File: config.mk
export PLATFORM = sky130hd
export DESIGN_NAME = scba_class_decode
export DESIGN_NICKNAME = d
export VERILOG_FILES = /design/src/hw/rtl/scba_pkg.sv /design/src/hw/rtl/scba_class_decode.sv
export SDC_FILE = /design/constraint.sdc
export NUM_CORES = 1
export LEC_CHECK = 0
export ABC_CLOCK_PERIOD_IN_PS = 12500
export BUFFER_PORTS_ARGS = -buffer_cell sky130_fd_sc_hd__buf_2
export CAP_MARGIN = 5
export CORE_UTILIZATION = 58
export DETAILED_ROUTE_END_ITERATION = 6
export HOLD_SLACK_MARGIN = 0.05
export PLACE_DENSITY = 0.86
export RECOVER_POWER = 50
export SLEW_MARGIN = 20
export SYNTH_ARGS = -nofsm -noshare
export SYNTH_HDL_FRONTEND = slang
export SYNTH_SLANG_ARGS = --single-unit
export TNS_END_PERCENT = 5
File: constraint.sdc
create_clock -name clock -period 12.5 [get_ports clock]
set_clock_uncertainty 0.1 [all_clocks]
set_input_delay 0 -clock clock [delete_from_list [all_inputs] [get_ports clock]]
set_output_delay 0 -clock clock [all_outputs]
set_load 0.005 [all_outputs]
File: src/hw/rtl/scba_pkg.sv
// Shared types, class layout tables and layout helper functions for the size class allocator.
`timescale 1ns / 1ps
`default_nettype none

package scba_pkg;

   localparam int unsigned WORD_BITS_DEF    = 64;
   localparam int unsigned BITMAP_WORDS_DEF = 146;
   localparam int unsigned NUM_CLASSES_DEF  = 12;
   localparam int unsigned MAX_CLASSES      = 16;

   localparam int unsigned ADDR_W  = 25;   // byte offset width
   localparam int unsigned SIZE_W  = 32;   // request size width
   localparam int unsigned CLASS_W = 4;    // class index width
   localparam int unsigned IDX_W   = 12;   // chunk index inside one class
   localparam int unsigned WNUM_W  = 12;   // global bitmap word number
   localparam int unsigned LOG_W   = 5;
   localparam int unsigned ENT_W   = 13;

   typedef logic [MAX_CLASSES-1:0][LOG_W-1:0]  log_tab_type;
   typedef logic [MAX_CLASSES-1:0][ENT_W-1:0]  ent_tab_type;
   typedef logic [MAX_CLASSES-1:0][ADDR_W-1:0] addr_tab_type;
   typedef logic [MAX_CLASSES-1:0][WNUM_W-1:0] word_tab_type;

   // Chunk size of each class as a power of two; classes 12 to 15 are empty.
   localparam log_tab_type CLASS_LOG = {
      5'd0, 5'd0, 5'd0, 5'd0, 5'd19, 5'd13, 5'd12, 5'd11,
      5'd10, 5'd9, 5'd8, 5'd7, 5'd6, 5'd5, 5'd4, 5'd3
   };

   localparam ent_tab_type CLASS_ENTRIES = {
      13'd0, 13'd0, 13'd0, 13'd0, 13'd32, 13'd64, 13'd256, 13'd256,
      13'd256, 13'd256, 13'd256, 13'd256, 13'd512, 13'd1024, 13'd2048, 13'd4096
   };

   typedef enum logic [1:0] {
      STATUS_OK          = 2'd0,
      STATUS_NO_RESOURCE = 2'd1,
      STATUS_BAD_ADDRESS = 2'd2,
      STATUS_DOUBLE_FREE = 2'd3
   } status_type;

   localparam logic KIND_ALLOC = 1'b0;
   localparam logic KIND_FREE  = 1'b1;

   // Decoded request, handed from the class decoder to the sequencer.
   typedef struct packed {
      logic               is_free;
      logic               hit;         // class found (allocate) or address in range (free)
      logic [CLASS_W-1:0] cls;
      logic [IDX_W-1:0]   idx;         // chunk index for a free
      logic [WNUM_W-1:0]  first_word;  // first bitmap word of the class
      logic [WNUM_W-1:0]  scan_words;  // words an allocate may look at
   } dec_type;

   // Byte offset where each class region starts; regions sit back to back.
   function automatic addr_tab_type class_bases(input int unsigned n);
      addr_tab_type       t;
      logic [ADDR_W-1:0]  off;
      off = '0;
      for (int unsigned c = 0; c < MAX_CLASSES; c++) begin
         t[c] = off;
         if (c < n) begin
            off = off + (ADDR_W'(CLASS_ENTRIES[c]) << CLASS_LOG[c]);
         end
      end
      return t;
   endfunction

   // Byte offset just past each class region; a disabled class has an empty region.
   function automatic addr_tab_type class_ends(input int unsigned n);
      addr_tab_type t;
      addr_tab_type b;
      b = class_bases(n);
      for (int unsigned c = 0; c < MAX_CLASSES; c++) begin
         if (c < n) begin
            t[c] = b[c] + (ADDR_W'(CLASS_ENTRIES[c]) << CLASS_LOG[c]);
         end else begin
            t[c] = b[c];
         end
      end
      return t;
   endfunction

   // First bitmap word of each class, from the per-class word counts.
   function automatic word_tab_type class_first_words(input word_tab_type cnt,
                                                      input int unsigned n);
      word_tab_type      t;
      logic [WNUM_W-1:0] w;
      w = '0;
      for (int unsigned c = 0; c < MAX_CLASSES; c++) begin
         t[c] = w;
         if (c < n) begin
            w = w + cnt[c];
         end
      end
      return t;
   endfunction

endpackage

`default_nettype wire

File: src/hw/rtl/scba_class_decode.sv
// Request decoder: picks the class of an allocate or the region of a free, registered.
`timescale 1ns / 1ps
`default_nettype none

module scba_class_decode #(
   parameter int unsigned WORD_BITS    = scba_pkg::WORD_BITS_DEF,
   parameter int unsigned BITMAP_WORDS = scba_pkg::BITMAP_WORDS_DEF,
   parameter int unsigned NUM_CLASSES  = scba_pkg::NUM_CLASSES_DEF
) (
   input  wire logic                          clock,
   input  wire logic                          load,
   input  wire logic                          kind,
   input  wire logic [scba_pkg::SIZE_W-1:0]   request_size,
   input  wire logic [scba_pkg::ADDR_W-1:0]   free_address,
   output scba_pkg::dec_type                  dec
);

   localparam int unsigned WNW = scba_pkg::WNUM_W;

   // Words per class, each class rounded up to whole words.
   localparam scba_pkg::word_tab_type CLASS_WORDS = {
      WNW'((int'(scba_pkg::CLASS_ENTRIES[15]) + WORD_BITS - 1) / WORD_BITS),
      WNW'((int'(scba_pkg::CLASS_ENTRIES[14]) + WORD_BITS - 1) / WORD_BITS),
      WNW'((int'(scba_pkg::CLASS_ENTRIES[13]) + WORD_BITS - 1) / WORD_BITS),
      WNW'((int'(scba_pkg::CLASS_ENTRIES[12]) + WORD_BITS - 1) / WORD_BITS),
      WNW'((int'(scba_pkg::CLASS_ENTRIES[11]) + WORD_BITS - 1) / WORD_BITS),
      WNW'((int'(scba_pkg::CLASS_ENTRIES[10]) + WORD_BITS - 1) / WORD_BITS),
      WNW'((int'(scba_pkg::CLASS_ENTRIES[9])  + WORD_BITS - 1) / WORD_BITS),
      WNW'((int'(scba_pkg::CLASS_ENTRIES[8])  + WORD_BITS - 1) / WORD_BITS),
      WNW'((int'(scba_pkg::CLASS_ENTRIES[7])  + WORD_BITS - 1) / WORD_BITS),
      WNW'((int'(scba_pkg::CLASS_ENTRIES[6])  + WORD_BITS - 1) / WORD_BITS),
      WNW'((int'(scba_pkg::CLASS_ENTRIES[5])  + WORD_BITS - 1) / WORD_BITS),
      WNW'((int'(scba_pkg::CLASS_ENTRIES[4])  + WORD_BITS - 1) / WORD_BITS),
      WNW'((int'(scba_pkg::CLASS_ENTRIES[3])  + WORD_BITS - 1) / WORD_BITS),
      WNW'((int'(scba_pkg::CLASS_ENTRIES[2])  + WORD_BITS - 1) / WORD_BITS),
      WNW'((int'(scba_pkg::CLASS_ENTRIES[1])  + WORD_BITS - 1) / WORD_BITS),
      WNW'((int'(scba_pkg::CLASS_ENTRIES[0])  + WORD_BITS - 1) / WORD_BITS)
   };

   localparam scba_pkg::word_tab_type FIRST_WORD =
      scba_pkg::class_first_words(CLASS_WORDS, NUM_CLASSES);
   localparam scba_pkg::addr_tab_type BASE = scba_pkg::class_bases(NUM_CLASSES);
   localparam scba_pkg::addr_tab_type ENDS = scba_pkg::class_ends(NUM_CLASSES);
   localparam logic [WNW-1:0] TOTAL_WORDS = WNW'(BITMAP_WORDS);

   logic                            fit_hit;
   logic [scba_pkg::CLASS_W-1:0]    fit_cls;
   logic                            rng_hit;
   logic [scba_pkg::CLASS_W-1:0]    rng_cls;
   logic [scba_pkg::ADDR_W-1:0]     rel_off;
   logic [scba_pkg::CLASS_W-1:0]    sel_cls;
   logic [WNW-1:0]                  sel_first;
   logic [WNW-1:0]                  room;
   scba_pkg::dec_type               dec_in;
   scba_pkg::dec_type               dec_ff;

   always_comb begin
      fit_hit = 1'b0;
      fit_cls = '0;
      rng_hit = 1'b0;
      rng_cls = '0;
      // Walk downward so that the lowest matching class is the one kept.
      for (int c = scba_pkg::MAX_CLASSES - 1; c >= 0; c--) begin
         if (c < int'(NUM_CLASSES) && scba_pkg::CLASS_ENTRIES[c] != '0 &&
             {1'b0, request_size} <= (33'd1 << scba_pkg::CLASS_LOG[c])) begin
            fit_hit = 1'b1;
            fit_cls = scba_pkg::CLASS_W'(c);
         end
         if (free_address >= BASE[c] && free_address < ENDS[c]) begin
            rng_hit = 1'b1;
            rng_cls = scba_pkg::CLASS_W'(c);
         end
      end

      rel_off   = free_address - BASE[rng_cls];
      sel_cls   = (kind == scba_pkg::KIND_FREE) ? rng_cls : fit_cls;
      sel_first = FIRST_WORD[sel_cls];
      room      = TOTAL_WORDS - sel_first;

      dec_in.is_free    = (kind == scba_pkg::KIND_FREE);
      dec_in.hit        = (kind == scba_pkg::KIND_FREE) ? rng_hit : fit_hit;
      dec_in.cls        = sel_cls;
      dec_in.idx        = scba_pkg::IDX_W'(rel_off >> scba_pkg::CLASS_LOG[rng_cls]);
      dec_in.first_word = sel_first;
      // Words beyond the end of storage count as full.
      if (sel_first >= TOTAL_WORDS) begin
         dec_in.scan_words = '0;
      end else if (CLASS_WORDS[sel_cls] < room) begin
         dec_in.scan_words = CLASS_WORDS[sel_cls];
      end else begin
         dec_in.scan_words = room;
      end
   end

   always_ff @(posedge clock) begin
      if (load) begin
         dec_ff <= dec_in;
      end
   end

   assign dec = dec_ff;

endmodule

`default_nettype wire

After elaboration in Yosys (flattened, before gate mapping)
Memory sizes are Yosys's and may differ from the RTL's.
Cells that the tools add are included.
Word-level totals
  register bits: 42
  bits in latches: 0
  memory bits (writable): 0
  memory bits (read-only): 864
  bits of input ports: 60
  memories: 4
Memories
  (no name shown): words 16, width 25, read ports 1, clocked after memory_dff 0, wr ports 0, line scba_class_decode.sv:75  | rel_off = free_address - BASE[rng_cls];
  (no name shown): words 16, width 12, read ports 1, clocked after memory_dff 0, wr ports 0, line scba_class_decode.sv:89  | dec_in.scan_words = CLASS_WORDS[sel_cls];
  (no name shown): words 16, width 12, read ports 1, clocked after memory_dff 0, wr ports 0, line scba_class_decode.sv:77  | sel_first = FIRST_WORD[sel_cls];
  (no name shown): words 16, width 5, read ports 1, clocked after memory_dff 0, wr ports 0, line scba_class_decode.sv:83  | dec_in.idx = scba_pkg::IDX_W'(rel_off >> scba_pkg::CLASS_LOG[rng_cls]);
Operators by class
  $add $sub $neg: 2
  multipliers: 0
  divide/modulo/power cells: 0
  $lt $le $gt $ge: 41
  equality and inequality tests: 0
  shifts and indexed selects: 1
  multiplexer cells: 57
  bitwise gates (word level): 0
  reduce and logical (&&, ||, !) cells: 13
Operators by type and width (count)
  $mux 4: 26
  $ge 25x18->1 const B: 3
  $lt 25x18->1 const B: 3
  $ge 25x17->1 const B: 2
  $ge 25x22->1 const B: 2
  $lt 25x17->1 const B: 2
  $lt 25x22->1 const B: 2
  $mux 12: 3
  $le 32x10->1 const B: 1
  $le 32x11->1 const B: 1
  $le 32x12->1 const B: 1
  $le 32x13->1 const B: 1
  $le 32x14->1 const B: 1
  $le 32x20->1 const B: 1
  $le 32x4->1 const B: 1
  $le 32x5->1 const B: 1
  $le 32x6->1 const B: 1
  $le 32x7->1 const B: 1
  $le 32x8->1 const B: 1
  $le 32x9->1 const B: 1
  $mux 1: 26
  $ge 25x1->1 const B: 1
  $ge 25x16->1 const B: 1
  $ge 25x19->1 const B: 1
  17 further kinds: 30

Longest topological paths before layout
  depth in word-level cells: 21
  gate-level depth with buffers: 24
  mapped depth without buffers: 22

Worst setup path after synthesis
OpenSTA, ideal clock, no wires.
  path type: input to register
  start point: input request_size[31] (netlist name)
  end point: register dec_ff (netlist bit dec[0]) (data pin)
  setup time: 0.255 ns
  arrival time: 4.553 ns
  path slack: 7.592 ns
  stages on the path: 21
  path buffers: 2
  path through: or4_4 -> or4_1 -> o21ai_2 -> o221a_2 -> a2111oi_4 -> or2_1 -> buf_6 -> ha_1 -> mux2i_1 -> nor2b_1 -> nand2_1 -> a21oi_1 -> xor2_1 -> ha_1 -> a21o_1 -> a2111oi_0 -> a41o_1 -> a221oi_2 -> or2_1 -> buf_6 -> a31o_1
On the way
  cells in the longest elaborated chain, start to end: 19
Ends and longest elaborated chain
  start, declared: line scba_class_decode.sv:13  | input wire logic [scba_pkg::SIZE_W-1:0] request_size,
  $le 32x20->1: line scba_class_decode.sv:65  | {1'b0, request_size} <= (33'd1 << scba_pkg::CLASS_LOG[c])) begin
  $mux 4 (11 in a row): line scba_class_decode.sv:64  | if (c < int'(NUM_CLASSES) && scba_pkg::CLASS_ENTRIES[c] != '0 &&
  $mux 4 *: line scba_class_decode.sv:64
  $mux 4 *: line scba_class_decode.sv:76  | sel_cls = (kind == scba_pkg::KIND_FREE) ? rng_cls : fit_cls;
  $mem_v2 16x12
  $mux 12 (implied by the code): line scba_class_decode.sv:77
  $sub 8x12->12: line scba_class_decode.sv:78  | room = TOTAL_WORDS - sel_first;
  $lt 12x12->1: line scba_class_decode.sv:88  | end else if (CLASS_WORDS[sel_cls] < room) begin
  $mux 12: line scba_class_decode.sv:88
  end signal, assigned: line scba_class_decode.sv:97  | dec_ff <= dec_in;
  end, declared: line scba_class_decode.sv:55  | scba_pkg::dec_type dec_ff;
Every way passes the cells marked *; elsewhere a longest branch is shown, timed or not. The select of a mux whose other input is x is not followed.
A chain may end at the register's enable or synchronous reset.

Worst setup path after layout
Ends and elaborated chain as after synthesis.

==> implementation parameters <==
Parameter                              Value

Setup path
  Critical Path, Cell by Cell    buf_2, or4_4, nor3_4, nand2_1, nor2_1, a2111oi_4, or2_1, ha_1, mux2i_1, nor2b_1, nand2_1, a21oi_1, xor2_1, ha_1, a21o_1, a2111oi_0, a41o_1, a221oi_2, or2_1, a31o_1
  CP Class    input pin to flip-flop
  Crit path required time    between 10000 and 15000 ps
  Kind of launch point of the worst setup path    input pin
  Arrival time worst endpoint    5150 ps
  Largest driver fanout on the critical path    10
  Max incr delay on CP    around 540 ps
  Endpoint kind of the worst setup timing path    flip-flop
  Library cell contributing the largest single delay on the critical path    sky130_fd_sc_hd__or4_4

Placement
  Post-DP Area    approximately 4800 um2
  Global placement routability congestion    approximately 0.94
  Worst Setup Slack post-DPL    around 7100 ps
  Port bufs    between 90 and 100
  HPWL reported at the end of detailed placement    about 7.8 mm

Power and ir drop
  Leakage component of the power    0.00213 uW
  Switching power as a share of total power    a little over a third
  Peak supply drop    0.0000401 V
  Final Power    about 470 uW
  Pwr/cell area    between 90 and 100 nW/um2
  Cell Int Power    around 310 uW
  Share of total power in the clock network    20.6%
  Combinational power share    44.1%
  Part of the total power dissipated in sequential elements    between 30% and 40%
  Switching power of the nets    165 uW

Global route
  Global-route wire length before repair    15.9 mm
  Aggregate global-route resource usage    around a quarter
  Largest net degree at the start of global routing    39
  Total grt overflow    0
  Number of global-route vias before repair    3519
  Initial antenna violation count    0

STA
  Final worst path period need    about 5200 ps
  Relative slew slack    -22.6%
  Max Fclk    approximately 190 MHz
  Final sum of negative setup slack    0 ps
  Final setup violation count    0
  Tcrit/Tclk final    a little over two fifths
  Number of pins with negative max-slew slack in the final report    39
  Unrepaired setup endpoints after global routing    false
  Worst hold margin    161 ps
  PnR worst setup slack    ~7300 ps
  Number of failing hold endpoints at the final stage    0
  Transition at the pin with the smallest max-transition slack    1840 ps

Floorplanning
  Number of ports placed on the die boundary    between 100 and 150
  CORE AREA    roughly 6900 um2
  Die width    approximately 87 um
  Floorplan die area    roughly 7600 um2
  Die extent in y    87.2 um
  Effective utilization at floorplan    about three fifths
  Number of core rows    30

Detailed routing
  Average wire per standard cell    between 10 and 15 um
  Number of vias per cell    a little over 6
  Iteration count of the initial detailed-routing pass    5
  Remaining design rule violation count    0
  Final wirelength    9.73 mm
  Iteration-0 DRC Markers    325
  Via Count    roughly 4000
  Post-route ant nets    0

Clock network
  Number of buffers inserted during clock tree synthesis    5
  Clock sinks    38
  CTS clk-pin slew, worst paths    70 ps
  Number of buffers on the longest clock path    2
  Root buffer cell    sky130_fd_sc_hd__clkbuf_8
  H-tree depth reported by CTS    2
  TritonCTS clock tree    built

Layout
  Diode count    0
  Layout Cell Area excl Fill    4860 um2
  Number of fill cells    between 600 and 700
  Final Net Count    about 650
  Fraction of final layout cells sized beyond drive strength 1    a little under a quarter
  Syn-to-layout area delta    15.4%
  Flip-flop count of the largest register after layout    38

Synthesis
  Total number of yosys warnings    0
  Cell count after synthesis    between 400 and 500
  Synth Flop Type    sky130_fd_sc_hd__edfxtp_1
  Number of distinct library cell variants in the gate-level netlist after synthesis    87
  Sequential area share after synthesis    between 20% and 30%
  Average instance area after synthesis    approximately 8.9 um2
  Post-synthesis register bit count    38
  Share of flip-flops with an asynchronous set or reset after synthesis    0%
  Combined area of all synthesized cells    between 4000 and 5000 um2
  Number of enable-type register cells in the synthesized netlist    38

Hold path
  Class of the worst hold path    input pin to flip-flop
  Hold path depth    3

Outcome
  Status    complete, but fails checks
  Failing checks    max-capacitance violations, max-slew violations

Job
  Count of max-cap constraint violations    1
-- power by group through the flow --
stage	Clock, uW	Sequential [uW]	Combinational (uW)
global placement	0	169	200
floorplan	0	172	143
global route	103	169	231
detailed placement	0	170	205
CTS	99.4	167	206
finish	97.4	167	209
-- cell usage in the layout, fill, tap and decap left out, types with 4 or more instances in the layout --
cell | netlist | final
sky130_fd_sc_hd__ha_1 | 23 | 23
sky130_fd_sc_hd__o22ai_1 | 5 | 5
sky130_fd_sc_hd__or4_1 | 4 | 4
sky130_fd_sc_hd__a21oi_1 | 19 | 19
sky130_fd_sc_hd__inv_1 | 20 | 20
sky130_fd_sc_hd__nand2b_1 | 5 | 5
sky130_fd_sc_hd__nor4_1 | 12 | 12
sky130_fd_sc_hd__or3_1 | 6 | 6
sky130_fd_sc_hd__o31ai_1 | 4 | 4
sky130_fd_sc_hd__mux2_2 | 8 | 8
sky130_fd_sc_hd__and3_1 | 8 | 8
sky130_fd_sc_hd__nor3_1 | 9 | 9
sky130_fd_sc_hd__a22oi_1 | 4 | 4
sky130_fd_sc_hd__clkbuf_1 | 12 | 8
sky130_fd_sc_hd__buf_2 | 1 | 89
sky130_fd_sc_hd__nand4_1 | 8 | 8
sky130_fd_sc_hd__and2_1 | 8 | 8
sky130_fd_sc_hd__nor2_1 | 38 | 38
sky130_fd_sc_hd__mux2i_1 | 39 | 39
sky130_fd_sc_hd__and4_1 | 4 | 4
sky130_fd_sc_hd__nor2b_1 | 7 | 7
sky130_fd_sc_hd__o21ai_0 | 17 | 17
sky130_fd_sc_hd__a21o_1 | 8 | 8
sky130_fd_sc_hd__clkbuf_8 | 0 | 5
sky130_fd_sc_hd__edfxtp_1 | 38 | 38
sky130_fd_sc_hd__a211oi_1 | 10 | 10
sky130_fd_sc_hd__conb_1 | 1 | 12
sky130_fd_sc_hd__nand3_1 | 10 | 10
sky130_fd_sc_hd__nand2_1 | 47 | 47
sky130_fd_sc_hd__xor2_1 | 9 | 9
-- cells in the mapped netlist, drive strengths merged, types with 10 or more instances --
library cell   n  area, um2
nand2         48        183
mux2i         39        390
nor2          39        163
edfxtp        38       1140
ha            23        288
inv           23       93.8
a21oi         21        113
o21ai         20        104
nor4          13       87.6
clkbuf        12       45.0
nor3          12       81.3
a211oi        11       87.6
buf           10       68.8
nand3         10       50.1
-- worst paths after layout --
path,start,end,slack (ps)
worst max-delay path,request_size[31],dec[0],7290
worst min-delay path,free_address[24],dec[40],160
-- metrics by stage --
step	utilization, %	instances
floorplan	-	486
global placement	68.8	658
detailed placement	68.8	658
CTS	70.5	666
global route	70.4	666
finish	70.4	666
-- cells by family after synthesis --
family	share of synthesized area, %
and+or+nand+nor	24.4
DFF	27.1
xor gates and xnor gates	2.49
adders and majority gates	7.30
AOI/OAI and AO/OA	21.7
buffers and inverters	4.93
muxes	11.9
other	0.0890
-- routing by layer --
metal	vias to the layer above	GRT usage, %	part of all wire (%)
li1	2005	-	-
met1	1868	36.4	47
met4	0	8.49	1.7
met2	160	41.9	46
met3	15	3.03	5.9
met5	-	0	0
-- layout make-up --
cell class	instances	area (um2)	area share [%]
clock buffers	5	68.8	1.41
repair buffers	99	493	10.1
well taps	96	120	2.47
clock inverters	2	33.8	0.695
multi-input cells	403	2910	59.9
flip-flops and latches	38	1140	23.5
inverters	23	93.8	1.93
-- worst max-delay path, delay by kind of cell --
| family | cells | cell delay (ps) |
|---|---|---|
| fa+ha+maj | 2 | 580 |
| mux | 1 | 310 |
| simple gates | 8 | 2520 |
| compound gates | 7 | 1410 |
| buf+inv | 1 | 110 |
| xor+xnor | 1 | 220 |
-- what timing repair did --
item                                    4_1_cts  5_1_grt
hold endpoints to repair                      1        0
endpoints found under the setup margin        0        0
hold buffers                                  1        0
resized for setup                             0        0
setup buffers                                 0        0
Power figures use the tool's default switching activity.
