<file path="config.mk">
export PLATFORM = sky130hd
export DESIGN_NAME = scba_free_bit
export DESIGN_NICKNAME = d
export VERILOG_FILES = /design/src/hw/rtl/scba_pkg.sv /design/src/hw/rtl/scba_free_bit.sv
export SDC_FILE = /design/constraint.sdc
export NUM_CORES = 1
export LEC_CHECK = 0
export ABC_AREA = 1
export BUFFER_PORTS_ARGS = -buffer_cell sky130_fd_sc_hd__buf_2
export CORE_MARGIN = 2
export CORE_UTILIZATION = 45
export DETAILED_ROUTE_END_ITERATION = 10
export PLACE_DENSITY_LB_ADDON = 0.12
export SLEW_MARGIN = 20
export SYNTH_ARGS = -nofsm -noshare
export SYNTH_HDL_FRONTEND = slang
export SYNTH_SLANG_ARGS = --single-unit
</file>
<file path="constraint.sdc">
create_clock -name vclk -period 15.33
set_clock_uncertainty 0.15 [all_clocks]
set_input_delay 3.8325 -clock vclk [all_inputs]
set_output_delay 3.8325 -clock vclk [all_outputs]
set_load 0.005 [all_outputs]
</file>
<file path="src/hw/rtl/scba_pkg.sv">
// Shared types, class layout tables and layout helper functions for the size class allocator.
`timescale 1ns / 1ps
`default_nettype none

package scba_pkg;

   localparam int unsigned WORD_BITS_DEF    = 64;
   localparam int unsigned BITMAP_WORDS_DEF = 146;
   localparam int unsigned NUM_CLASSES_DEF  = 12;
   localparam int unsigned MAX_CLASSES      = 16;

   localparam int unsigned ADDR_W  = 25;   // byte offset width
   localparam int unsigned SIZE_W  = 32;   // request size width
   localparam int unsigned CLASS_W = 4;    // class index width
   localparam int unsigned IDX_W   = 12;   // chunk index inside one class
   localparam int unsigned WNUM_W  = 12;   // global bitmap word number
   localparam int unsigned LOG_W   = 5;
   localparam int unsigned ENT_W   = 13;

   typedef logic [MAX_CLASSES-1:0][LOG_W-1:0]  log_tab_type;
   typedef logic [MAX_CLASSES-1:0][ENT_W-1:0]  ent_tab_type;
   typedef logic [MAX_CLASSES-1:0][ADDR_W-1:0] addr_tab_type;
   typedef logic [MAX_CLASSES-1:0][WNUM_W-1:0] word_tab_type;

   // Chunk size of each class as a power of two; classes 12 to 15 are empty.
   localparam log_tab_type CLASS_LOG = {
      5'd0, 5'd0, 5'd0, 5'd0, 5'd19, 5'd13, 5'd12, 5'd11,
      5'd10, 5'd9, 5'd8, 5'd7, 5'd6, 5'd5, 5'd4, 5'd3
   };

   localparam ent_tab_type CLASS_ENTRIES = {
      13'd0, 13'd0, 13'd0, 13'd0, 13'd32, 13'd64, 13'd256, 13'd256,
      13'd256, 13'd256, 13'd256, 13'd256, 13'd512, 13'd1024, 13'd2048, 13'd4096
   };

   typedef enum logic [1:0] {
      STATUS_OK          = 2'd0,
      STATUS_NO_RESOURCE = 2'd1,
      STATUS_BAD_ADDRESS = 2'd2,
      STATUS_DOUBLE_FREE = 2'd3
   } status_type;

   localparam logic KIND_ALLOC = 1'b0;
   localparam logic KIND_FREE  = 1'b1;

   // Decoded request, handed from the class decoder to the sequencer.
   typedef struct packed {
      logic               is_free;
      logic               hit;         // class found (allocate) or address in range (free)
      logic [CLASS_W-1:0] cls;
      logic [IDX_W-1:0]   idx;         // chunk index for a free
      logic [WNUM_W-1:0]  first_word;  // first bitmap word of the class
      logic [WNUM_W-1:0]  scan_words;  // words an allocate may look at
   } dec_type;

   // Byte offset where each class region starts; regions sit back to back.
   function automatic addr_tab_type class_bases(input int unsigned n);
      addr_tab_type       t;
      logic [ADDR_W-1:0]  off;
      off = '0;
      for (int unsigned c = 0; c < MAX_CLASSES; c++) begin
         t[c] = off;
         if (c < n) begin
            off = off + (ADDR_W'(CLASS_ENTRIES[c]) << CLASS_LOG[c]);
         end
      end
      return t;
   endfunction

   // Byte offset just past each class region; a disabled class has an empty region.
   function automatic addr_tab_type class_ends(input int unsigned n);
      addr_tab_type t;
      addr_tab_type b;
      b = class_bases(n);
      for (int unsigned c = 0; c < MAX_CLASSES; c++) begin
         if (c < n) begin
            t[c] = b[c] + (ADDR_W'(CLASS_ENTRIES[c]) << CLASS_LOG[c]);
         end else begin
            t[c] = b[c];
         end
      end
      return t;
   endfunction

   // First bitmap word of each class, from the per-class word counts.
   function automatic word_tab_type class_first_words(input word_tab_type cnt,
                                                      input int unsigned n);
      word_tab_type      t;
      logic [WNUM_W-1:0] w;
      w = '0;
      for (int unsigned c = 0; c < MAX_CLASSES; c++) begin
         t[c] = w;
         if (c < n) begin
            w = w + cnt[c];
         end
      end
      return t;
   endfunction

endpackage

`default_nettype wire

</file>
<file path="src/hw/rtl/scba_free_bit.sv">
// Finds the lowest clear bit of a bitmap word among the bits that map to real chunks.
`timescale 1ns / 1ps
`default_nettype none

module scba_free_bit #(
   parameter int unsigned WORD_BITS = scba_pkg::WORD_BITS_DEF,
   localparam int unsigned BIT_W    = $clog2(WORD_BITS)
) (
   input  wire logic [WORD_BITS-1:0]          word,
   input  wire logic [scba_pkg::WNUM_W-1:0]   word_ofs,
   input  wire logic [scba_pkg::ENT_W-1:0]    entries,
   output logic                               found,
   output logic [BIT_W-1:0]                   bit_idx
);

   logic [scba_pkg::ENT_W-1:0] first_idx;
   logic [scba_pkg::ENT_W-1:0] limit;

   always_comb begin
      first_idx = scba_pkg::ENT_W'(32'(word_ofs) * WORD_BITS);
      limit     = entries - first_idx;
      found     = 1'b0;
      bit_idx   = '0;
      for (int b = WORD_BITS - 1; b >= 0; b--) begin
         if (!word[b] && scba_pkg::ENT_W'(b) < limit) begin
            found   = 1'b1;
            bit_idx = BIT_W'(b);
         end
      end
   end

endmodule

`default_nettype wire

</file>
After elaboration in Yosys (flattened, before gate mapping):

Cells that the tools add are included.

* register bits: 0
* bits in latches: 0
* bits in writable memories: 0
* memory bits (read-only): 0
* output and inout bits: 7
* logic and storage cells: 321
* memories: 0

* add/sub/neg operators: 1
* multiply operators: 0
* divide/modulo/power cells: 0
* $lt $le $gt $ge: 64
* equality and inequality tests: 0
* shift-type cells: 0
* mux-type cells: 128
* bitwise operators: 0
* reductions and logical operators: 128

Operators with widths (number)
* $lt A6 B13 Y1 const A: 32
* $mux W6: 64
* $lt A5 B13 Y1 const A: 16
* $lt A4 B13 Y1 const A: 8
* $logic_and A1 B1 Y1: 64
* $logic_not A1 Y1: 64
* $mux W1: 64
* $lt A3 B13 Y1 const A: 4
* $lt A1 B13 Y1 const A: 2
* $lt A2 B13 Y1 const A: 2
* $sub A13 B13 Y13: 1

Logic depth before layout (Yosys ltp):

Gate-level depths: netlist (run 1).

* depth after elaboration: 67
* mapped depth: 73

Worst setup path after synthesis (run 1):

No wires, ideal clock.

* path kind: in2out
* from: input entries[6] (netlist name)
* to: output bit_idx[0]
* data arrival time: 7.853 ns
* path slack: 3.494 ns
* stages: 72
* buffers on the path: 1
* path through: inv_1 ha_1 inv_2 fa_1 nand2_1 nand2_1 nand3_1 nand2_1 nand2_1 nand2_2 nand4_4 inv_4 buf_6 nor2_2 o21ai_1 nand2_1 nand2_1 nand2_1 (+36 left out) nand2_1 nand2_1 nand2_1 nand2_1 nand2_1 nand2_1 nand2_1 nand2_1 nand2_1 nand2_1 nand2_1 nand2_1 nand2_1 nand2_1 nand2_1 nand2_1 nand2_1 a21oi_2

* longest elaborated chain between the ends: 67
* elaborated cells between the ends (all ways): 193

RTL lines
* from (decl): RTL line scba_free_bit.sv:11 `input wire logic [scba_pkg::ENT_W-1:0] entries,`
* $sub A13 B13 Y13 *: RTL line scba_free_bit.sv:21 `limit = entries - first_idx;`
* $lt A6 B13 Y1: RTL line scba_free_bit.sv:25 `if (!word[b] && scba_pkg::ENT_W'(b) < limit) begin`
* $logic_and A1 B1 Y1: RTL line scba_free_bit.sv:25
* $mux W6 (63 in a row): RTL line scba_free_bit.sv:25
* $mux W6 *: RTL line scba_free_bit.sv:25
* to (decl): RTL line scba_free_bit.sv:13 `output logic [BIT_W-1:0] bit_idx`

Mark *: on every way between the ends. The rest lies on a longest branch, timed or not.

Worst setup path after layout (run 1):

Ends and elaborated chain as after synthesis.

==> flow_metrics.py, run 1 <==
metrics = {
    "outcome": {
        "status": "complete, no violations",
    },
    "setup_path": {
        "critPathSlowestCell": "nand4_4",
        "end_kind": "primary output",
        "start_kind": "input pin",
        "crit_start": "entries[6]",
        "cp.arrival_ns": 9.30,
        "worst_path_largest_cell_delay_ns": 0.46,
        "crit_fanout": 33,
        "worstPathRequired_ns": 11.35,
        "worstSetupPathType": "in2out",
        "path_common_cell": "nand2_1",
    },
    "yosys": {
        "syn_nets": 507,
        "synth.cell_area_mm2": 0.001971,
        "yosysSeqAreaShare_pct": 0,
        "syn_inst": 411,
        "avgSynthCellArea_um2": 4.795,
        "yosysUniqueCellTypes": 34,
        "yosysWarningCount": 0,
    },
    "sta": {
        "fmax_mhz": 75.26,
        "setup_viol": 0,
        "whs_ns": 7.841,
        "hold_violations": 0,
        "finalCriticalPeriod_ns": 13.29,
        "rsz0062_at_grt": "false",
        "worst_slew_margin_rel_pct": 66.59,
        "min_period_over_period_pct": 86.67,
        "tns_ns": 0,
        "maxSlewViolCount": 0,
        "tightest_slew_ns": 0.5002,
    },
    "pwr": {
        "finalPower_w": 0.00006058,
        "ir_drop_mv": 0.01492,
        "p_leak_nw": 1.402,
        "powerDensity_mw_per_mm2": 24.96,
    },
    "min_path": {
        "hold_class": "in2out",
        "min_to": "bit_idx[0]",
        "min_from": "word[0]",
        "worstHoldPathCells": 4,
    },
    "grt": {
        "antenna_found_initial": 0,
        "grt_use_total_pct": 24.69,
        "first_global_vias": 2437,
        "grt.overflow.total": 0,
        "grt_max_degree": 34,
        "grt_pass1_wl_um": 10250,
    },
    "finish": {
        "syn_to_final_growth_pct": 23.17,
        "utilization_pct": 56.53,
        "drive_gt1_share_pct": 23.63,
        "design.seq.count": 0,
        "nets": 589,
        "n_clock_buffer": 0,
        "antenna_cells": 0,
        "seqCellArea_um2": 0,
    },
    "cts": {
        "cts_resized": 0,
        "ctsHoldBuffers": 0,
        "post_cts.repair.setup_buffers": 0,
    },
    "route": {
        "vias": 2877,
        "drc_errors": 0,
        "wirelength_um": 6202,
        "antenna_left": 0,
        "wl_per_cell_um": 11.42,
        "drt-vias-per-instance": 5.298,
        "first_pass_iters": 6,
        "dr.first_iter.drc_count": 195,
    },
    "placement": {
        "portBuffers": 91,
        "place.gp.congestion": 0.8909,
        "dpl.hpwl_um": 5378,
    },
    "floorplan": {
        "placeableCoreArea_mm2": 0.004294,
        "dieHeight_um": 70.18,
        "dieWidth_um": 70.18,
        "start_util_pct": 45.89,
        "rows": 24,
        "die_area_mm2": 0.004925,
        "ios": 96,
    },
    "flow_run": {
        "cap_violations": 0,
    },
}
## placed cells by master (no fill, tap or decap), drive strengths merged
| cell | count |
|---|---|
| inv | 48 |
| fa | 1 |
| o21ai | 23 |
| o21bai | 24 |
| ha | 6 |
| clkinv | 2 |
| buf | 91 |
| nand2 | 147 |
| a211o | 3 |
| a31oi | 4 |
| nand3b | 2 |
| xor2 | 1 |
| a21o | 6 |
| nor4 | 1 |
| or2 | 1 |
| a211oi | 3 |
| nand3 | 12 |
| a21oi | 24 |
| o31ai | 2 |
| nand4 | 6 |
| nor3 | 7 |
| nor2 | 77 |
## per-layer routing
layer  share of wire, %  global-route usage [%]  routed length, um  up-vias
met5                  0                       0                  0        -
met4               0.11                   1.496                  7        0
met3                9.1                   1.154                566        6
met2                 45                   42.96               2766      153
met1                 46                   35.22               2862     1231
li1                   -                       -                  -     1487
## critical path, delay by kind of cell
family / cells / cell delay [ns]
buffers and inverters: 5 / 0.74
and+or+nand+nor: 63 / 4.08
adders and majority gates: 2 / 0.51
AOI/OAI and AO/OA: 2 / 0.16
## logic make-up (layout without fill, tap and decap cells)
family,after synthesis,after routing,share of synthesized area [%]
simple gates,253,253,53.59
compound gates,89,89,28.25
buf+inv,61,141,12.89
fa+ha+maj,7,7,4.825
xor+xnor,1,1,0.4445
## power by group
part | switching, W | leakage (nW) | internal, W | total [W]
Sequential | 0 | 0 | 0 | 0
Clock | 0 | 0 | 0 | 0
Combinational | 0.0000358 | 1.40 | 0.0000248 | 0.0000606
Total | 0.0000358 | 1.40 | 0.0000248 | 0.0000606
## synth_stat cells (all sizes together)
master  count  share of area [%]
a211o       3                1.3
clkinv      2               0.38
o21bai     24                9.1
a21oi      24                6.3
o31ai       2               0.76
nand2     147                 28
ha          6                3.8
nor4        1               0.32
clkbuf      3               0.57
buf         8                2.7
inv        48                9.3
xor2        1               0.44
nor3        7                1.8
or2         1               0.44
nand4       6                2.7
nor2       77                 15
fa          1                1.0
o21ai      23                6.0
a211oi      3                1.1
nand3      12                3.8
nand3b      2               0.76
a21o        6                2.3
a31oi       4                1.3
## worst max-delay path by stage
| stage | end | slack (ns) | cells after the start |
|---|---|---|---|
| finish | bit_idx[0] | 2.04 | 72 |
| global route | bit_idx[0] | 1.17 | 74 |
| CTS | bit_idx[0] | 2.09 | 72 |
| detailed placement | bit_idx[0] | 2.11 | 72 |
| global placement | bit_idx[0] | 2.12 | 72 |
| floorplan | bit_idx[0] | 3.49 | 72 |
## stage by stage
| stage | std cells | cell area, um^2 | setup slack (ns) |
|---|---|---|---|
| 3_3_place_gp | 543 | 2427 | 2.121 |
| 2_1_floorplan | 411 | 1971 | 3.494 |
| 4_1_cts | 543 | 2427 | 2.093 |
| 5_1_grt | 543 | 2427 | 1.165 |
| 6_report | 543 | 2427 | 2.043 |
| 3_5_place_dp | 543 | 2427 | 2.105 |
## final cells by class
type	instances	area, um^2
Timing Repair Buffer	91	455.4
Inverter	50	190.2
Fill cell	503	1867
Multi-Input combinational cell	350	1717
Tap cell	52	65.06
Note: power is estimated with default switching activity, not from simulation.
==> run 2, diff against run 1 <==
--- a/config.mk
+++ b/config.mk
@@ -7,7 +7,7 @@
 export LEC_CHECK = 0
 export ABC_AREA = 1
 export BUFFER_PORTS_ARGS = -buffer_cell sky130_fd_sc_hd__buf_2
-export CORE_MARGIN = 2
+export CORE_MARGIN = 3
 export CORE_UTILIZATION = 45
 export DETAILED_ROUTE_END_ITERATION = 10
 export PLACE_DENSITY_LB_ADDON = 0.12
==> run 2 against run 1 <==
Net effect:
- sequential share of layout area is the same
- core utilization is 2.4 points higher
- critical path depth rose by 2
- global-route usage down 0.42 points
- final cell count is 0.37% lower
- hold slack worse by 0.0093 ns
- non-clock buffer count is the same
- setup slack worse by 0.024 ns
- combinational power about the same
- die area grew 5.8%
- sequential cell count is the same
==> flow_metrics.py, run 2 (synthesized netlist as in run 1, its figures left out) <==
metrics = {
    "outcome": {
        "status": "complete, no violations",
    },
    "finish": {
        "syn_to_final_growth_pct": 23.05,
        "n_clock_buffer": 0,
        "utilization_pct": 58.92,
        "layout_common_cells": "144 x nand2_1, 91 x buf_2, 73 x nor2_1",
        "nets": 589,
        "antenna_cells": 0,
        "drive_gt1_share_pct": 23.63,
        "layout_commonest_cell": "nand2_1",
        "seqCellArea_um2": 0,
        "layout.cells.non_filler": 541,
        "design.seq.count": 0,
    },
    "setup_path": {
        "cp.arrival_ns": 9.33,
        "worst_path_largest_cell_delay_ns": 0.44,
        "end_kind": "primary output",
        "critPathSlowestCell": "inv_4",
        "path_common_cell": "nand2_1",
        "start_kind": "input pin",
        "worstSetupPathType": "in2out",
        "crit_fanout": 33,
        "worstPathRequired_ns": 11.35,
    },
    "route": {
        "drt-vias-per-instance": 5.211,
        "first_pass_iters": 5,
        "drc_errors": 0,
        "vias": 2819,
        "wl_per_cell_um": 11.96,
        "dr.first_iter.drc_count": 224,
        "wirelength_um": 6469,
        "antenna_left": 0,
    },
    "pwr": {
        "ir_drop_mv": 0.01778,
        "powerDensity_mw_per_mm2": 25.12,
        "finalPower_w": 0.00006090,
        "p_leak_nw": 1.402,
    },
    "min_path": {
        "min_to": "bit_idx[0]",
        "min_from": "word[0]",
        "worstHoldPathCells": 4,
        "hold_class": "in2out",
    },
    "sta": {
        "hold_violations": 0,
        "setup_viol": 0,
        "maxSlewViolCount": 0,
        "worst_slew_margin_rel_pct": 66.62,
        "fmax_mhz": 75.13,
        "min_period_over_period_pct": 86.83,
        "tightest_slew_ns": 0.4997,
        "tns_ns": 0,
        "finalCriticalPeriod_ns": 13.31,
        "rsz0062_at_grt": "false",
        "finalWorstSetupSlack_ns": 2.019,
    },
    "cts": {
        "cts_resized": 0,
        "ctsHoldBuffers": 0,
        "post_cts.repair.setup_buffers": 0,
    },
    "grt": {
        "antenna_found_initial": 0,
        "first_global_vias": 2440,
        "grt_max_degree": 34,
        "grt_pass1_wl_um": 10470,
        "grt.overflow.total": 0,
        "grt_use_total_pct": 24.27,
    },
    "floorplan": {
        "rows": 23,
        "ios": 96,
        "dieHeight_um": 72.18,
        "dieWidth_um": 72.18,
        "start_util_pct": 47.89,
        "placeableCoreArea_mm2": 0.004115,
        "die_area_mm2": 0.005209,
    },
    "placement": {
        "place.gp.congestion": 0.9794,
        "pre_cts_slack_ns": 2.115,
        "dp.cells": 541,
        "portBuffers": 91,
        "dpl.hpwl_um": 5505,
    },
    "flow_run": {
        "cap_violations": 0,
    },
}
[run 2: cell counts in the layout (fill, tap and decap cells not counted)]
Identical to the previous run, type by type.
[run 2: layout make-up]
| class | count | area [um^2] |
|---|---|---|
| Tap cell | 50 | 62.56 |
| Inverter | 50 | 190.2 |
| Multi-Input combinational cell | 350 | 1717 |
| Timing Repair Buffer | 91 | 455.4 |
| Fill cell | 448 | 1690 |
[run 2: stage by stage]
step	hold slack, ns	area [um^2]
global route	7.858	2425
finish	7.832	2425
floorplan	7.654	1971
CTS	7.837	2425
global placement	7.841	2425
detailed placement	7.838	2425
[run 2: report_power, final]
part	internal [W]	switching, W	total [W]	leakage (nW)
Clock	0	0	0	0
Sequential	0	0	0	0
Combinational	0.0000248	0.0000361	0.0000609	1.40
[run 2: critical path: cells and delay by family]
kind            cells  cell delay, ns
fa+ha+maj           2            0.52
buf+inv             5            0.74
compound gates      2            0.16
simple gates       65            4.08
[run 2: how the worst max path moves through the flow]
stage                            end        from  depth (start not counted)
after floorplan           bit_idx[0]  entries[6]                         72
after global placement    bit_idx[0]  entries[6]                         72
after detailed placement  bit_idx[0]  entries[6]                         74
after CTS                 bit_idx[0]  entries[6]                         74
after global routing      bit_idx[0]  entries[6]                         73
final                     bit_idx[0]  entries[6]                         74
[run 2: routing by layer]
| metal | global-route usage, % | vias up | share of wire [%] |
|---|---|---|---|
| met1 | 37.59 | 1195 | 47 |
| met3 | 1.247 | 4 | 8.8 |
| li1 | - | 1490 | - |
| met4 | 1.879 | 0 | 0.51 |
| met5 | 0 | - | 0 |
| met2 | 38.12 | 130 | 43 |
==> run 3, diff against run 2 <==
--- a/config.mk
+++ b/config.mk
@@ -10,7 +10,7 @@
 export CORE_MARGIN = 3
 export CORE_UTILIZATION = 45
 export DETAILED_ROUTE_END_ITERATION = 10
-export PLACE_DENSITY_LB_ADDON = 0.12
+export PLACE_DENSITY = 0.81
 export SLEW_MARGIN = 20
 export SYNTH_ARGS = -nofsm -noshare
 export SYNTH_HDL_FRONTEND = slang
==> run 3 against run 2 <==
Net effect:
- critical path depth shrank 2
- sequential cell count stayed put
- global-route usage increased by 1.0 points
- final cell count is the same
- non-clock buffer count stayed put
- maximum frequency barely moved
- core utilization unchanged
- final area stayed put
- highest routed layer unchanged
- via count is 2.3% higher
- routed wire length is 2.7% higher
==> flow_metrics.py, run 3 (synthesized netlist as in run 1, its figures left out) <==
metrics = {
    "outcome": {
        "status": "complete, no violations",
    },
    "route": {
        "wirelength_um": 6643,
        "vias": 2885,
        "antenna_left": 0,
        "first_pass_iters": 5,
        "wl_per_cell_um": 12.28,
        "drc_errors": 0,
        "dr.first_iter.drc_count": 293,
        "drt-vias-per-instance": 5.333,
    },
    "sta": {
        "setup_viol": 0,
        "min_period_over_period_pct": 86.81,
        "maxSlewViolCount": 0,
        "rsz0062_at_grt": "false",
        "worst_slew_margin_rel_pct": 67.67,
        "finalCriticalPeriod_ns": 13.31,
        "fmax_mhz": 75.14,
        "tns_ns": 0,
        "hold_violations": 0,
        "tightest_slew_ns": 0.4841,
    },
    "min_path": {
        "worstHoldPathCells": 4,
        "hold_class": "in2out",
        "min_to": "bit_idx[0]",
        "min_from": "word[0]",
    },
    "grt": {
        "grt.overflow.total": 0,
        "grt_pass1_wl_um": 11070,
        "grt_max_degree": 34,
        "first_global_vias": 2610,
        "grt_use_total_pct": 25.27,
        "antenna_found_initial": 0,
    },
    "finish": {
        "layout_common_cells": "144 x nand2_1, 91 x buf_2, 73 x nor2_1",
        "n_fill_cell": 437,
        "design.seq.count": 0,
        "seqCellArea_um2": 0,
        "nets": 589,
        "layout_commonest_cell": "nand2_1",
        "utilization_pct": 58.92,
        "drive_gt1_share_pct": 23.63,
        "n_clock_buffer": 0,
        "syn_to_final_growth_pct": 23.05,
        "antenna_cells": 0,
    },
    "pwr": {
        "p_leak_nw": 1.402,
        "powerDensity_mw_per_mm2": 25.30,
        "ir_drop_mv": 0.008967,
        "finalPower_w": 0.00006136,
    },
    "floorplan": {
        "rows": 23,
        "placeableCoreArea_mm2": 0.004115,
        "die_area_mm2": 0.005209,
        "start_util_pct": 47.89,
        "dieHeight_um": 72.18,
        "ios": 96,
        "dieWidth_um": 72.18,
    },
    "setup_path": {
        "path_common_cell": "nand2_1",
        "worstSetupPathType": "in2out",
        "cp.arrival_ns": 9.33,
        "start_kind": "input pin",
        "crit_start": "entries[6]",
        "worst_path_largest_cell_delay_ns": 0.45,
        "end_kind": "primary output",
        "critPathSlowestCell": "nand4_4",
        "crit_fanout": 33,
        "cp_num_buf_inv": 5,
        "crit_family": "simple AND/OR/NAND/NOR gates",
        "worstPathRequired_ns": 11.35,
    },
    "cts": {
        "ctsHoldBuffers": 0,
        "cts_resized": 0,
        "post_cts.repair.setup_buffers": 0,
    },
    "placement": {
        "dpl.hpwl_um": 5714,
        "portBuffers": 91,
        "place.gp.congestion": 0.9994,
    },
    "flow_run": {
        "cap_violations": 0,
    },
}
-- run 3: cell counts in the layout (fill, tap and decap cells not counted) --
Identical to the previous run, type by type.
-- run 3: layout make-up --
cell class | instances | area, um^2 | share of cell area [%]
multi-input combinational | 350 | 1717 | 70.79
tap | 50 | 62.56 | 2.580
inverter | 50 | 190.2 | 7.843
timing repair buffer | 91 | 455.4 | 18.78
-- run 3: worst max path at each step --
stage                 end  slack, ns  cells past startpoint
3_5_place_dp   bit_idx[0]       2.10                     72
2_1_floorplan  bit_idx[0]       3.49                     72
3_3_place_gp   bit_idx[0]       2.25                     72
5_1_grt        bit_idx[0]       1.29                     74
4_1_cts        bit_idx[0]       2.08                     72
6_report       bit_idx[0]       2.02                     72
-- run 3: tightest hold or removal path, cell delays in order --
cell and delay (ns):
buf_2 0.07, a21oi_1 0.05, a21oi_2 0.09, buf_2 0.11
-- run 3: metrics by stage --
step	cell area [um^2]	hold slack [ns]	std cells	setup slack (ns)
4_1_cts	2425	7.844	541	2.077
5_1_grt	2425	7.863	541	1.285
2_1_floorplan	1971	7.654	411	3.494
3_3_place_gp	2425	7.846	541	2.250
6_report	2425	7.842	541	2.022
3_5_place_dp	2425	7.844	541	2.097
-- run 3: where the power goes --
group	switching [W]	total [W]	internal [W]
logic	0.0000365	0.0000614	0.0000248
registers	0	0	0
clock network	0	0	0
total	0.0000365	0.0000614	0.0000248
-- run 3: layer usage --
layer	vias to the layer above	GRT usage, %	part of all wire, %
li1	1488	-	-
met1	1256	36.43	44
met2	137	43.58	46
met3	4	0.1385	9.5
met4	0	2.505	0.62
met5	-	0	0
